<file path="src/tawz_pkg.sv">
// Types and constants of the tilt angle block.
package tawz_pkg;

    localparam int SAMPLE_IN_W  = 16;
    localparam int SCALE_BITS   = 30;
    localparam int VEC_W        = 34;
    localparam int ANG_W        = 26;
    localparam int ANGLE_FRAC   = 16;
    localparam int ABS_W        = 9;
    localparam int REL_W        = 10;
    localparam int CORDIC_STEPS = 20;
    localparam int STEP_IDX_W   = 5;

    localparam logic OP_SAMPLE = 1'b0;
    localparam logic OP_ZERO   = 1'b1;

    localparam logic [STEP_IDX_W-1:0] LAST_STEP = STEP_IDX_W'(CORDIC_STEPS - 1);

    localparam logic signed [ANG_W-1:0] DEG180 = 26'sd11796480;
    localparam logic signed [ANG_W-1:0] DEG90  = 26'sd5898240;

    // atan(2^-i) in units of 2^-16 degree.
    localparam logic signed [ANG_W-1:0] STEP_ANGLE [CORDIC_STEPS] = '{
        26'sd2949120, 26'sd1740967, 26'sd919879, 26'sd466945, 26'sd234379,
        26'sd117304,  26'sd58666,   26'sd29335,  26'sd14668,  26'sd7334,
        26'sd3667,    26'sd1833,    26'sd917,    26'sd458,    26'sd229,
        26'sd115,     26'sd57,      26'sd29,     26'sd14,     26'sd7
    };

    typedef enum logic [2:0] {
        ST_IDLE = 3'b001,
        ST_ITER = 3'b010,
        ST_DONE = 3'b100
    } t_eng_state;

    typedef struct packed {
        logic start;
        logic take;
    } t_eng_ctrl;

    typedef struct packed {
        logic idle;
        logic done;
    } t_eng_stat;

endpackage

</file>
<file path="src/tilt_angle_with_zero_reference.sv">
// Tilt angle block: atan2 of X and Z in whole degrees, absolute and zero-relative.
//
// Input channel: i_valid, o_stall, i_operation, i_x_sample, i_z_sample.
// An item is taken at a clock edge with i_valid high and o_stall low.
// A sample item (operation 0) yields one result; a zero item (operation 1)
// copies the last angle into the zero reference at its acceptance edge and yields none.
// Output channel: o_valid, i_stall, o_absolute_angle, o_relative_angle.
// A result is taken at an edge with o_valid high and i_stall low.
// A sample is loaded at its acceptance edge, then takes at most 20 CORDIC steps
// on one shared shift-and-add unit before it moves into the output register;
// o_valid rises and the block turns idle at that edge, and no new item is
// taken while a sample is still in the CORDIC unit.
// Steps end early when the vector lands on the axis, and a zero Z reading
// skips the steps entirely.
// While a result stalls in the output register the block still takes an
// item; a finished angle waits in the CORDIC unit until the register frees.
// Synchronous active-low reset clears the last angle, the zero reference
// and all valid state.
module tilt_angle_with_zero_reference
    import tawz_pkg::*;
#(
    parameter int SAMPLE_WIDTH = 16
) (
    input  logic                          i_clk,
    input  logic                          i_rst_n,
    input  logic                          i_valid,
    output logic                          o_stall,
    input  logic                          i_operation,
    input  logic signed [SAMPLE_IN_W-1:0] i_x_sample,
    input  logic signed [SAMPLE_IN_W-1:0] i_z_sample,
    output logic                          o_valid,
    input  logic                          i_stall,
    output logic signed [ABS_W-1:0]       o_absolute_angle,
    output logic signed [REL_W-1:0]       o_relative_angle
);

    t_eng_ctrl               eng_ctrl;
    t_eng_stat               eng_stat;
    logic signed [ABS_W-1:0] eng_angle;
    logic                    in_acc;
    logic                    load_out;

    logic                    r_out_valid;
    logic signed [ABS_W-1:0] r_abs;
    logic signed [REL_W-1:0] r_rel;
    logic signed [ABS_W-1:0] r_last_angle;
    logic signed [ABS_W-1:0] r_zero_ref;

    assign o_stall  = !eng_stat.idle;
    assign in_acc   = i_valid && eng_stat.idle;
    assign load_out = eng_stat.done && (!r_out_valid || !i_stall);

    assign eng_ctrl.start = in_acc && (i_operation == OP_SAMPLE);
    assign eng_ctrl.take  = load_out;

    tawz_cordic #(
        .SAMPLE_WIDTH(SAMPLE_WIDTH)
    ) u_cordic (
        .i_clk   (i_clk),
        .i_rst_n (i_rst_n),
        .i_ctrl  (eng_ctrl),
        .i_x     (i_x_sample),
        .i_z     (i_z_sample),
        .o_stat  (eng_stat),
        .o_angle (eng_angle)
    );

    always_ff @(posedge i_clk) begin
        if (!i_rst_n) begin
            r_out_valid  <= 1'b0;
            r_last_angle <= '0;
            r_zero_ref   <= '0;
        end else begin
            if (load_out) begin
                r_out_valid  <= 1'b1;
                r_last_angle <= eng_angle;
            end else if (!i_stall) begin
                r_out_valid <= 1'b0;
            end
            if (in_acc && (i_operation == OP_ZERO)) begin
                r_zero_ref <= r_last_angle;
            end
        end
    end

    always_ff @(posedge i_clk) begin
        if (load_out) begin
            r_abs <= eng_angle;
            r_rel <= REL_W'(eng_angle) - REL_W'(r_zero_ref);
        end
    end

    assign o_valid          = r_out_valid;
    assign o_absolute_angle = r_abs;
    assign o_relative_angle = r_rel;

endmodule

</file>
<file path="src/tawz_cordic.sv">
// Iterative vectoring CORDIC that turns an X/Z pair into whole degrees.
module tawz_cordic
    import tawz_pkg::*;
#(
    parameter int SAMPLE_WIDTH = 16
) (
    input  logic                          i_clk,
    input  logic                          i_rst_n,
    input  t_eng_ctrl                     i_ctrl,
    input  logic signed [SAMPLE_IN_W-1:0] i_x,
    input  logic signed [SAMPLE_IN_W-1:0] i_z,
    output t_eng_stat                     o_stat,
    output logic signed [ABS_W-1:0]       o_angle
);

    t_eng_state                 r_state, n_state;
    logic signed [VEC_W-1:0]    r_u, n_u;
    logic signed [VEC_W-1:0]    r_v, n_v;
    logic signed [ANG_W-1:0]    r_ang, n_ang;
    logic [STEP_IDX_W-1:0]      r_i, n_i;

    logic signed [SAMPLE_WIDTH-1:0] x_low;
    logic signed [SAMPLE_WIDTH-1:0] z_low;
    logic signed [VEC_W-1:0]        xs;
    logic signed [VEC_W-1:0]        zs;
    logic signed [VEC_W-1:0]        du;
    logic signed [VEC_W-1:0]        dv;
    logic [ANG_W-1:0]               ang_mag;
    logic [ANG_W-ANGLE_FRAC-1:0]    deg_mag;
    logic [ANG_W-ANGLE_FRAC-1:0]    deg_signed;

    assign x_low = i_x[SAMPLE_WIDTH-1:0];
    assign z_low = i_z[SAMPLE_WIDTH-1:0];
    assign xs    = VEC_W'(x_low) <<< (SCALE_BITS - SAMPLE_WIDTH);
    assign zs    = VEC_W'(z_low) <<< (SCALE_BITS - SAMPLE_WIDTH);

    assign du = r_v >>> r_i;
    assign dv = r_u >>> r_i;

    always_comb begin
        n_state = r_state;
        n_u     = r_u;
        n_v     = r_v;
        n_ang   = r_ang;
        n_i     = r_i;
        unique case (r_state)
            ST_IDLE: begin
                if (i_ctrl.start) begin
                    n_i = '0;
                    if (zs == '0) begin
                        n_u = zs;
                        n_v = xs;
                        if (xs == '0) begin
                            n_ang = '0;
                        end else if (xs[VEC_W-1]) begin
                            n_ang = -DEG90;
                        end else begin
                            n_ang = DEG90;
                        end
                        n_state = ST_DONE;
                    end else if (zs[VEC_W-1]) begin
                        n_u     = -zs;
                        n_v     = -xs;
                        n_ang   = xs[VEC_W-1] ? -DEG180 : DEG180;
                        n_state = ST_ITER;
                    end else begin
                        n_u     = zs;
                        n_v     = xs;
                        n_ang   = '0;
                        n_state = ST_ITER;
                    end
                end
            end
            ST_ITER: begin
                if (r_v == '0) begin
                    n_state = ST_DONE;
                end else begin
                    if (r_v[VEC_W-1]) begin
                        n_u   = r_u - du;
                        n_v   = r_v + dv;
                        n_ang = r_ang - STEP_ANGLE[r_i];
                    end else begin
                        n_u   = r_u + du;
                        n_v   = r_v - dv;
                        n_ang = r_ang + STEP_ANGLE[r_i];
                    end
                    if (r_i == LAST_STEP) begin
                        n_state = ST_DONE;
                    end else begin
                        n_i = r_i + 1'b1;
                    end
                end
            end
            ST_DONE: begin
                if (i_ctrl.take) begin
                    n_state = ST_IDLE;
                end
            end
            default: begin
                n_state = ST_IDLE;
            end
        endcase
    end

    always_ff @(posedge i_clk) begin
        if (!i_rst_n) begin
            r_state <= ST_IDLE;
        end else begin
            r_state <= n_state;
        end
    end

    always_ff @(posedge i_clk) begin
        r_u   <= n_u;
        r_v   <= n_v;
        r_ang <= n_ang;
        r_i   <= n_i;
    end

    // Truncate toward zero to whole degrees.
    assign ang_mag    = r_ang[ANG_W-1] ? ANG_W'(-r_ang) : ANG_W'(r_ang);
    assign deg_mag    = ang_mag[ANG_W-1:ANGLE_FRAC];
    assign deg_signed = r_ang[ANG_W-1] ? -deg_mag : deg_mag;
    assign o_angle    = deg_signed[ABS_W-1:0];

    assign o_stat.idle = (r_state == ST_IDLE);
    assign o_stat.done = (r_state == ST_DONE);

endmodule

</file>
<file path="config.mk">
export PLATFORM = sky130hd
export DESIGN_NAME = tilt_angle_with_zero_reference
export DESIGN_NICKNAME = d
export VERILOG_FILES = /design/src/tawz_pkg.sv /design/src/tilt_angle_with_zero_reference.sv /design/src/tawz_cordic.sv
export SDC_FILE = /design/constraint.sdc
export NUM_CORES = 1
export LEC_CHECK = 0
export ABC_AREA = 1
export BUFFER_PORTS_ARGS = -buffer_cell sky130_fd_sc_hd__buf_2
export CAP_MARGIN = 20
export CORE_MARGIN = 8
export CORE_UTILIZATION = 50
export DETAILED_ROUTE_END_ITERATION = 10
export PLACE_DENSITY = 0.71
export SYNTH_ARGS = -nofsm -noshare
export SYNTH_HDL_FRONTEND = slang
export SYNTH_HIERARCHICAL = 1
export SYNTH_SLANG_ARGS = --single-unit
</file>
<file path="constraint.sdc">
create_clock -name i_clk -period 5.6 [get_ports i_clk]
set_input_delay 0.56 -clock i_clk [delete_from_list [all_inputs] [get_ports i_clk]]
set_output_delay 0.56 -clock i_clk [all_outputs]
set_load 0.1 [all_outputs]
</file>
==> summary.md, run 1 <==
| Metric | Value |
|---|---|
| Final hold violations | `0` |
| Crit start category | `flop` |
| # DRC | `0` |
| Post-synthesis mux area share | `0` |
| CTS H-Tree Depth | `4` |
| Hold WC Path Type | `input pin to flop` |
| Final Critical Period | `~5200 ps` |
| Critical Path AT | `about 5400 ps` |
| Synth cell types | `~60` |
| Clk slew on worst S/H paths | `approximately 70 ps` |
| Initial antenna violation count | `0` |
| Wire length per cell | `~19 um` |
| Most frequent cells in the layout | `nand2_1 (856), nand3_1 (390), inv_1 (321), nor2_1 (283), a21oi_1 (228)` |
| Mapped Nets | `roughly 3200` |
| Area after DPL | `0.0190 mm2` |
| Cells after Synth | `around 3000` |
| Largest family of logic cells by synthesized area | `simple AND/OR/NAND/NOR gates` |
| Max clock buf depth | `2` |
| Run status | `complete, no violations` |
| Layout cells sized above 1 | `0.0627` |
| Initial drt markers | `between 2000 and 2500` |
| Mapped Area | `around 0.018 mm2` |
| Worst skew pair latency | `roughly 460 ps` |
| Vias in the first global route | `19600` |
| GP Congestion | `0.965` |
| CTS tree | `built` |
| Final #Nets | `about 3200` |
| Final Cycle Share | `0.934` |
| Achievable Freq | `approximately 190 MHz` |
| Clock skew | `about 19 ps` |
| Setup-failing EPs final | `0` |
| Filler cell count | `between 3000 and 4000` |
| Gr ovfl total | `0` |
| Pre-Repair DR Iteration Count | `7` |
| Post-Synth Simple-Gate Area | `0.382` |
| Slew margin rel. | `0.327` |
| Crit-path slowest cell | `edfxtp_1` |
| P&R area growth vs syn | `7.44%` |
| Adder-cell share of the synthesized area | `0.0828` |
| Fin Setup TNS | `0 ps` |
| CP endpoint kind | `flop` |
| First-pass GRT wire length | `between 100 and 150 mm` |
| Critical path type | `flop to flop` |
| TritonCTS buffer count | `17` |
| Sequential fraction of the synthesis area | `0.217` |
| Initial Utilization | `0.504` |
| Avg Cell Area, Syn | `roughly 6 um2` |
| Antenna viol nets, final | `0` |
| RSZ-0062 raised after global routing | `false` |
| DIE AREA | `0.0431 mm2` |
| Pins Over Slew Limit | `0` |
| Placeable core region | `0.0363 mm2` |
| CP max stage delay | `520 ps` |
| Commonest non-fill, non-tap cell in the layout | `nand2_1` |
| Port bufs | `between 50 and 60` |
| Via count | `20600` |
| Die W | `207 um` |
| Chip height | `~210 um` |
| Total track usage | `0.296` |
| Max Cap Violations | `0` |
| Slew @ Worst Pin | `1010 ps` |
| Crit-path max FO | `between 40 and 50` |
| Most frequent CP cell | `nand2_1` |
| CTS Root Cell | `clkbuf_16` |
| Num ports | `58` |
| Post-DP HPWL | `approximately 52 mm` |
| YS warnings | `6` |
| Final Cell Area | `about 0.020 mm2` |
| Worst path required time | `5780 ps` |
| Clk sinks | `between 100 and 150` |
| #FFs+latches synth | `140` |
| Largest net degree at the start of global routing | `slightly above 80` |
| Post-synthesis compound-gate area fraction | `0.172` |
| Via density per instance | `roughly 5.9` |
| Core Rows | `70` |
| Synth Area in XOR/XNOR | `0.0468` |
| Post-Route WL | `about 66 mm` |
critical path, delay by kind of cell (launching register included):
family                     cells  cell delay [ps]
and+or+nand+nor               16             1970
AOI/OAI and AO/OA              6             1240
buffers and inverters          4              590
DFF                            1              520
adders and majority gates      1              350
xor gates and xnor gates       1              260
cells by family (layout without fill, tap and decap cells):
group,after synthesis,after routing
other,0,1
buffers and inverters,445,473
adders and majority gates,119,119
xor gates and xnor gates,98,98
and+or+nand+nor,1657,1657
AOI/OAI and AO/OA,561,561
DFF,140,140
routing by layer:
| metal | GRT usage | share of wire | vias to the layer above |
|---|---|---|---|
| li1 | - | - | 10200 |
| met1 | 0.384 | 0.44 | 9454 |
| met2 | 0.487 | 0.45 | 841 |
| met3 | 0.0466 | 0.072 | 164 |
| met4 | 0.121 | 0.042 | 0 |
| met5 | 0 | 0 | - |
synthesized netlist by cell type (all sizes together):
cell,count,share of area
nand2,860,0.18
nand3,392,0.11
inv,335,0.069
nor2,294,0.062
a21oi,233,0.065
o21ai,210,0.058
edfxtp,118,0.19
ha,115,0.078
buf,73,0.023
xor2,69,0.033
nor3,40,0.011
clkbuf,35,0.0072
xnor2,29,0.014
nand4,25,0.0085
dfxtp,22,0.024
a31oi,20,0.0068
o21a,19,0.0078
nor4,14,0.0048
o31ai,13,0.0061
o21bai,12,0.0049
or2,11,0.0038
a21o,10,0.0041
o211ai,9,0.0037
a21boi,8,0.0033
nand3b,8,0.0033
o32ai,6,0.0029
and2,5,0.0017
a211oi,4,0.0016
and3,4,0.0014
fa,4,0.0044
nor3b,4,0.0016
a221oi,3,0.0014
clkinv,2,0.00041
o2111ai,2,0.00096
o221ai,2,0.00096
o22ai,2,0.00068
a2111oi,1,0.00048
a22o,1,0.00048
a22oi,1,0.00041
a31o,1,0.00048
a32oi,1,0.00048
a41o,1,0.00055
o311ai,1,0.00048
o41ai,1,0.00048
cell type report:
cell class / instances / area (um2) / share of cell area
Multi-Input combinational cell: 2435 / 12500 / 0.637
Clock buffer: 17 / 425 / 0.0216
Timing Repair Buffer: 104 / 704 / 0.0358
Antenna cell: 1 / 2.50 / 0.000127
Inverter: 337 / 1280 / 0.0652
Sequential cell: 140 / 3980 / 0.202
Clock inverter: 15 / 166 / 0.00845
Tap cell: 468 / 586 / 0.0297
registers in the layout, summed over array words and instances, names as in the netlist:
| register | count |
|---|---|
| o_absolute_angle | 9 |
| o_valid | 1 |
| u_cordic/r_v | 34 |
| u_cordic/r_u | 34 |
| r_last_angle | 9 |
| u_cordic/r_state | 3 |
| o_relative_angle | 10 |
| u_cordic/r_ang | 26 |
| r_zero_ref | 9 |
| u_cordic/r_i | 5 |
path summary, 6_finish.rpt:
kind | startpoint | end | slack, ps | cells past startpoint
worst max-delay path | u_cordic/r_i[2] | u_cordic/r_v[31] | 370 | 28
worst min-delay path | i_stall | o_valid | 430 | 3
worst max register to register | u_cordic/r_i[2] | u_cordic/r_v[31] | 370 | 28
worst min register to register | r_zero_ref[4] | r_zero_ref[4] | 460 | 2
repair_timing:
item                       in CTS  in global routing
hold buffers                    0                  0
gates resized for setup         0                 14
setup endpoints to repair       0                 19
setup buffers                   0                  4
through the flow:
step / std cells / hold WS [ps] / utilization / worst slack (ps)
floorplan: 3020 / 427 / - / 1320
global placement: 3479 / 440 / 0.523 / 276
detailed placement: 3479 / 449 / 0.523 / 226
CTS: 3511 / 416 / 0.540 / 193
global route: 3516 / 446 / 0.542 / 12.7
finish: 3517 / 426 / 0.542 / 370
Power of run 1 is left out: the tool's default activity adds up to more than one toggle a clock period on the data nets, which glitch-free logic cannot reach.
==> run 2, diff against run 1 <==
Settings changed: CORE_UTILIZATION 50 to 45, PLACE_DENSITY 0.71 to 0.66.
==> summary.md, run 2 (same netlist as run 1, synthesis figures left out) <==
| Metric | Value |
|---|---|
| Run status | `complete, no violations` |
| CTS H-Tree Depth | `4` |
| Max Cap Violations | `0` |
| Critical path type | `flop to flop` |
| Post-DP HPWL | `~52 mm` |
| Port bufs | `57` |
| Max clock buf depth | `2` |
| DIE AREA | `0.0475 mm2` |
| CTS hold repair buffers | `0` |
| Crit start category | `flop` |
| RSZ-0062 raised after global routing | `false` |
| Pre-Repair DR Iteration Count | `7` |
| Final hold violations | `0` |
| Clock skew | `around 28 ps` |
| Clk slew on worst S/H paths | `approximately 80 ps` |
| Crit-path slowest cell | `edfxtp_1` |
| Total track usage | `0.271` |
| Crit-path cells | `buf_4 -> nand3_1 -> nand3_1 -> nand3_1 -> nand3_1 -> nand2_1 -> inv_1 -> ha_1 -> nand3_1 -> or2_1 -> nor2_1 -> nand2_1 -> nand2_1 -> xor2_1 -> ha_1 -> nand2_1 -> nor2_1 -> inv_1 -> o21ai_0 -> a21boi_1 -> o21ai_0 -> nand2_1 -> nand3_1 -> nand2_1` |
| Resize count post-CTS | `0` |
| Achievable Freq | `approximately 190 MHz` |
| Chip height | `about 220 um` |
| Worst path required time | `5830 ps` |
| First-pass GRT wire length | `around 100 mm` |
| Num ports | `58` |
| Slew @ Worst Pin | `between 1000 and 1500 ps` |
| Post-Route WL | `~65 mm` |
| Vias in the first global route | `~19000` |
| Largest regs | `u_cordic/r_u x34, u_cordic/r_v x34, u_cordic/r_ang x26` |
| Gr ovfl total | `0` |
| Initial drt markers | `~2500` |
| Total setup buffers inserted after CTS | `0` |
| Final Non-Filler Cells | `~3600` |
| Clk sinks | `between 100 and 150` |
| Ant diodes | `0` |
| CTS Root Cell | `clkbuf_16` |
| TritonCTS buffer count | `17` |
| Commonest non-fill, non-tap cell in the layout | `nand2_1` |
| Antenna viol nets, final | `0` |
| Fin Setup TNS | `0 ps` |
| Pins Over Slew Limit | `0` |
| Core Rows | `74` |
| CP max stage delay | `around 480 ps` |
| Placed Cells | `between 3000 and 4000` |
| Via density per instance | `approximately 5.7` |
| Critical Path AT | `between 5000 and 6000 ps` |
| Initial antenna violation count | `0` |
| Initial Utilization | `0.452` |
| CP endpoint kind | `flop` |
| Crit-path max FO | `35` |
| Die W | `~220 um` |
| GP Congestion | `0.960` |
| Hold WC Path Type | `input pin to flop` |
| # DRC | `0` |
| Largest net degree at the start of global routing | `64` |
| Worst skew pair latency | `about 500 ps` |
| Wire length per cell | `18.3 um` |
| Final Critical Period | `around 5200 ps` |
| Final #Nets | `3179` |
| Setup-failing EPs final | `0` |
| Final Cycle Share | `0.937` |
| Most frequent cells in the layout | `nand2_1 (856), nand3_1 (390), inv_1 (321), nor2_1 (283), a21oi_1 (228)` |
| CTS tree | `built` |
| Placeable core region | `0.0406 mm2` |
| P&R area growth vs syn | `7.23%` |
| Via count | `approximately 20000` |
| Slew margin rel. | `0.260` |
| Layout cells sized above 1 | `0.0590` |
run 2: cell types whose count changed in the layout (fill, tap and decap cells not counted), sizes merged:
cell	before	now
inv	345	343
bufinv	2	0
clkinv	5	7
buf	104	92
clkinvlp	0	1
clkbuf	17	18
diode	1	0
run 2: layer usage:
layer / GRT usage / share of wire / vias up
li1: - / - / 10100
met1: 0.366 / 0.45 / 9455
met2: 0.440 / 0.46 / 765
met3: 0.0399 / 0.067 / 106
met4: 0.0828 / 0.024 / 0
met5: 0 / 0 / -
run 2: layout make-up:
class,count,area [um2]
flip-flops and latches,140,3980
well taps,532,666
clock inverters,14,129
repair buffers,92,618
multi-input cells,2435,12600
clock buffers,18,439
fillers,4354,20900
inverters,337,1270
run 2: worst max-delay path, delay by kind of cell, from the launching register on:
kind	cells	cell delay (ps)
fa+ha+maj	2	550
xor+xnor	1	100
flops	1	480
buf+inv	3	610
compound gates	3	930
simple gates	15	2310
run 2: per-stage QoR:
stage | area, um2 | hold WS [ps] | util | setup slack, ps
2_1_floorplan | 18300 | 427 | - | 1320
3_3_place_gp | 19000 | 438 | 0.470 | 369
3_5_place_dp | 19000 | 446 | 0.470 | 179
4_1_cts | 19600 | 346 | 0.484 | 117
5_1_grt | 19700 | 390 | 0.485 | 4.46
6_report | 19700 | 376 | 0.485 | 353
run 2: worst paths after layout:
path,start,endpoint,slack (ps),depth (start not counted)
hold / removal,i_stall,o_valid,380,3
hold reg to reg,r_zero_ref[0],r_zero_ref[0],450,2
setup / recovery,u_cordic/r_i[1],u_cordic/r_u[25],350,24
setup reg to reg,u_cordic/r_i[1],u_cordic/r_u[25],350,24
Power of run 2 is left out for the same reason.
